==> src/hw/rtl/igs_ram.sv <==
// generic single write port, single read port ram with registered read
`default_nettype none
module igs_ram #(
  parameter int WIDTH = 16,
  parameter int DEPTH = 64
) (
  input  wire logic                     clk_i,
  input  wire logic                     we_i,
  input  wire logic [$clog2(DEPTH)-1:0] waddr_i,
  input  wire logic [WIDTH-1:0]         wdata_i,
  input  wire logic                     re_i,
  input  wire logic [$clog2(DEPTH)-1:0] raddr_i,
  output logic      [WIDTH-1:0]         rdata_o
);

  logic [WIDTH-1:0] mem [DEPTH];

  always_ff @(posedge clk_i) begin
    if (we_i) begin
      mem[waddr_i] <= wdata_i;
    end
    if (re_i) begin
      rdata_o <= mem[raddr_i];
    end
  end

endmodule
`default_nettype wire

==> config.mk <==
export PLATFORM = sky130hd
export DESIGN_NAME = igs_ram
export DESIGN_NICKNAME = d
export VERILOG_FILES = /design/src/hw/rtl/igs_ram.sv
export SDC_FILE = /design/constraint.sdc
export NUM_CORES = 1
export LEC_CHECK = 0
export CORE_AREA = 2 2 321 323
export DETAILED_ROUTE_END_ITERATION = 16
export DIE_AREA = 0 0 323 325
export DONT_BUFFER_PORTS = 1
export PLACE_DENSITY = 0.6
export SYNTH_ARGS = -nofsm -noshare
export SYNTH_HDL_FRONTEND = slang
export SYNTH_SLANG_ARGS = --single-unit
==> constraint.sdc <==
create_clock -name clk_i -period 2.74 [get_ports clk_i]
set_clock_uncertainty 0.1 [all_clocks]
set_input_delay 0.548 -clock clk_i [delete_from_list [all_inputs] [get_ports clk_i]]
set_output_delay 0.548 -clock clk_i [all_outputs]
set_load 0.005 [all_outputs]
Yosys cells after proc, flatten, opt, wreduce, memory -nomap -nowiden
Memory sizes are Yosys's and may differ from the RTL's. A register that Yosys moved wholly into a read port is not among the register bits.
Cells that the tools add are included.
{ "op_classes": {"n_mux": 2} }
{ "ops": {"columns": ["op", "n"], "rows": [
  ["$mux W1", 2]
]} }
{ "word_totals": {"reg_bits": 0, "mem_bits_rw": 1024, "input_bits": 31, "out_inout_bits": 16, "elab_cells": 3, "memories": 1} }
{ "mem_list": {"columns": ["name", "depth", "word_bits", "rd", "rd_clocked_by_memory_dff", "wr", "line", "text"], "rows": [
  ["mem", 64, 16, 1, 1, 1, "16", "logic [WIDTH-1:0] mem [DEPTH];"]
]} }

Logic depth before layout (Yosys ltp)
{ "depth": {"ltp_word": 2, "ltp_mapped": 10} }

Least setup slack after synthesis
No wires, ideal clock.
{ "synth_timing": {"kind": "input to register", "from": "input port waddr_i[3]", "to": "memory mem[48][0], enable pin", "arrival_ns": 2.174, "required_ns": 2.231, "setup_slack_ns": 0.057, "path_stages": 4, "cell_sequence": "clkbuf_1 -> nor2b_1 -> nand4b_1 -> nor3_1"} }
{ "synth_lines": {"columns": ["item", "line", "text"], "rows": [
  ["from (decl)", "9", "input wire logic [$clog2(DEPTH)-1:0] waddr_i,"],
  ["to (decl)", "16", null]
]} }
No word-level cell before the write port.

==> flow_summary.ini <==
[run_status]
outcome = finished clean

[timing]
finalSetupViolCount = 0
layout_min_cycle_time_ps = 2500
maxSlewHeadroom = 0.317
fin_crit_sh = 0.914
worstMarginPinSlew_ps = 1020
fmax_ghz = 0.399
hold_viol_final = 0
maxSlewViolCount = 0
grt_setup_unrepaired = no

[placed_design]
io_buffers = 0
hpwl_um = 54000
gp_congestion = 0.791
post-place-cells = 3221

[finish]
drive_above_1_share = 0.259
stdcell_count = 3426
syn2layout_area_growth_pct = 14.0
fin_nets = 2006
seq_area_um2 = 31200
multiInputGateArea_um2 = 8250
diodes = 0
num-fill-cells = 8492

[global_routing]
grt_max_degree = 261
grt_use_total = 0.186
grt_pass1_wl_um = 140000
antenna_found_initial = 8
overflow = 0
grt_pass1_vias = 19200

[detailed_routing]
drt_iter0_drc = 2116
first_pass_iters = 7
vias = 19200
route.detailed.drc = 0
ant_nets = 0
vias_per_cell = 5.60
avgRoutedWirePerCell_um = 28.4
wirelength_um = 97300

[worst_setup_path]
crit_arrival_ps = 2760
start_kind = input port
path_class = in2reg
r2r_slack_ps = 390
reg2reg_depth = 4
crit_required_ps = 3000
end_kind = register
cp_max_fo = 260

[clocking]
cts_tree = built
clock_latency_ps = 680
ctsRootBufferMaster = clkbuf_16
clock_path_buffers = 3
cts_setup_buffers = 0
htree_levels = 3
cts-buffers-inserted = 103
cts_num_sinks = 1040
hold_buffers = 17
cts_resized = 0
clk_pin_slew_ps = 60

[pwr]
p_leak_nw = 14.4
powerDensity_nw_per_um2 = 712
ir_drop_mv = 0.427
finalPower_mw = 32.6

[floorplan]
core_area_um2 = 101000
io_pins = 47
die_w_um = 323
dieArea_um2 = 105000
rows = 117
initial_core_util = 0.397
die_y_um = 325

[synth]
syn-num-nets = 1860
postSynthAreaPerCell_um2 = 22.0
ys_ff_latch = 1040
ys_seq_area_frac = 0.777
synth-edff-count = 1040
yosysWarnings = 0
async_flop_share = 0
syn-instance-count = 1829
ys_types = 42
synth_flop_cell = edfxtp_1
syn_area_um2 = 40200

[job]
maxCapViolations = 0

[worst_hold_path]
hp-class = in2reg
min_path_cells = 2
## worst paths after layout
path,start,to
min,waddr_i[2],mem[48][4]$_DFFE_PP_
max,raddr_i[0],rdata_o[3]$_DFFE_PP_
max reg2reg,mem[63][3]$_DFFE_PP_,rdata_o[3]$_DFFE_PP_
min reg2reg,mem[9][14]$_DFFE_PP_,rdata_o[14]$_DFFE_PP_
## final cells by class
| class | instances | share of cell area |
|---|---|---|
| multi-input combinational | 685 | 0.180 |
| tap | 1368 | 0.0373 |
| timing repair buffer | 145 | 0.0311 |
| sequential | 1040 | 0.681 |
| clock buffer | 128 | 0.0587 |
| clock inverter | 60 | 0.0115 |
## flip-flops by register name (all words and copies together) (netlist names)
signal / cells
mem: 1024
rdata_o: 16
## critical path: stages
cell      delay (ps)
mux4_2           560
mux2i_1           90
buf_4            180
a22oi_1          190
a31oi_1          170
a311oi_1         680
## Yosys cell counts (all sizes together) (3+ instances only)
library cell / instances / area share
a211oi: 8 / 0.0015
nor2: 74 / 0.0070
a21oi: 17 / 0.0021
nand3: 24 / 0.0030
mux2i: 85 / 0.021
a221o: 6 / 0.0015
buf: 77 / 0.016
clkbuf: 27 / 0.0027
a22o: 6 / 0.0013
nor4: 3 / 0.00093
o21ai: 8 / 0.0010
mux4: 224 / 0.13
a41oi: 5 / 0.0011
a211o: 8 / 0.0017
a22oi: 39 / 0.0073
mux2: 27 / 0.0076
a221oi: 16 / 0.0035
nand4: 12 / 0.0019
edfxtp: 1040 / 0.78
a31oi: 8 / 0.0012
nand2b: 3 / 0.00047
a311oi: 8 / 0.0017
and4: 5 / 0.0011
nand2: 60 / 0.0058
nor2b: 30 / 0.0047
## metrics by stage
stage / hold slack [ps] / area [µm²] / util / setup slack (ps) / setup TNS, ps
after floorplan: 547 / 40200 / - / 57.2 / 0
after detailed placement: 558 / 42200 / 0.416 / -86.3 / -86.3
after global routing: 103 / 45800 / 0.452 / 342 / 0
after global placement: 558 / 42200 / 0.416 / -66.3 / -69.8
after CTS: 84.2 / 45800 / 0.452 / 377 / 0
final: 130 / 45800 / 0.452 / 237 / 0
## power by group
group	total [mW]	internal [mW]	switching [mW]
combinational	1.34	0.617	0.722
sequential	17.7	17.6	0.0612
clock	13.6	7.71	5.86
total	32.6	26.0	6.64
## layout by cell type, fill, tap and decap left out, types with 3 or more instances in the layout
master / n
edfxtp_1: 1040
mux4_2: 220
buf_4: 127
clkbuf_16: 104
mux2i_1: 85
nor2_1: 72
nand2_1: 59
a22oi_1: 39
nor2b_1: 30
clkinv_1: 30
mux2_2: 27
nand3_1: 24
clkbuf_1: 24
a21oi_1: 17
a221oi_1: 16
buf_16: 16
clkinv_2: 14
nand4_1: 12
a211o_1: 8
a31oi_1: 8
a211oi_1: 8
a311oi_1: 8
bufinv_16: 8
a22o_1: 6
a221o_1: 6
a41oi_1: 5
o21ai_0: 5
and4_1: 5
mux4_1: 4
inv_6: 4
nand2b_1: 3
o21ai_1: 3
nor4_2: 3
## logic make-up (layout without fill, tap and decap cells)
| family | count (synthesis) | in the layout | share of synthesized area |
|---|---|---|---|
| AO/OA/AOI/OAI | 129 | 129 | 0.0240 |
| buffers and inverters | 104 | 333 | 0.0182 |
| flip-flops | 1040 | 1040 | 0.777 |
| multiplexers | 336 | 336 | 0.155 |
| AND/OR/NAND/NOR | 220 | 220 | 0.0264 |
## routing by layer
layer | part of all wire | GRT usage | vias to the layer above
met4 | 0.021 | 0.0463 | 2
li1 | - | - | 7994
met2 | 0.48 | 0.295 | 754
met1 | 0.42 | 0.263 | 10300
met5 | 0.00013 | 0 | -
met3 | 0.079 | 0.0377 | 130
Power figures use the tool's default switching activity.
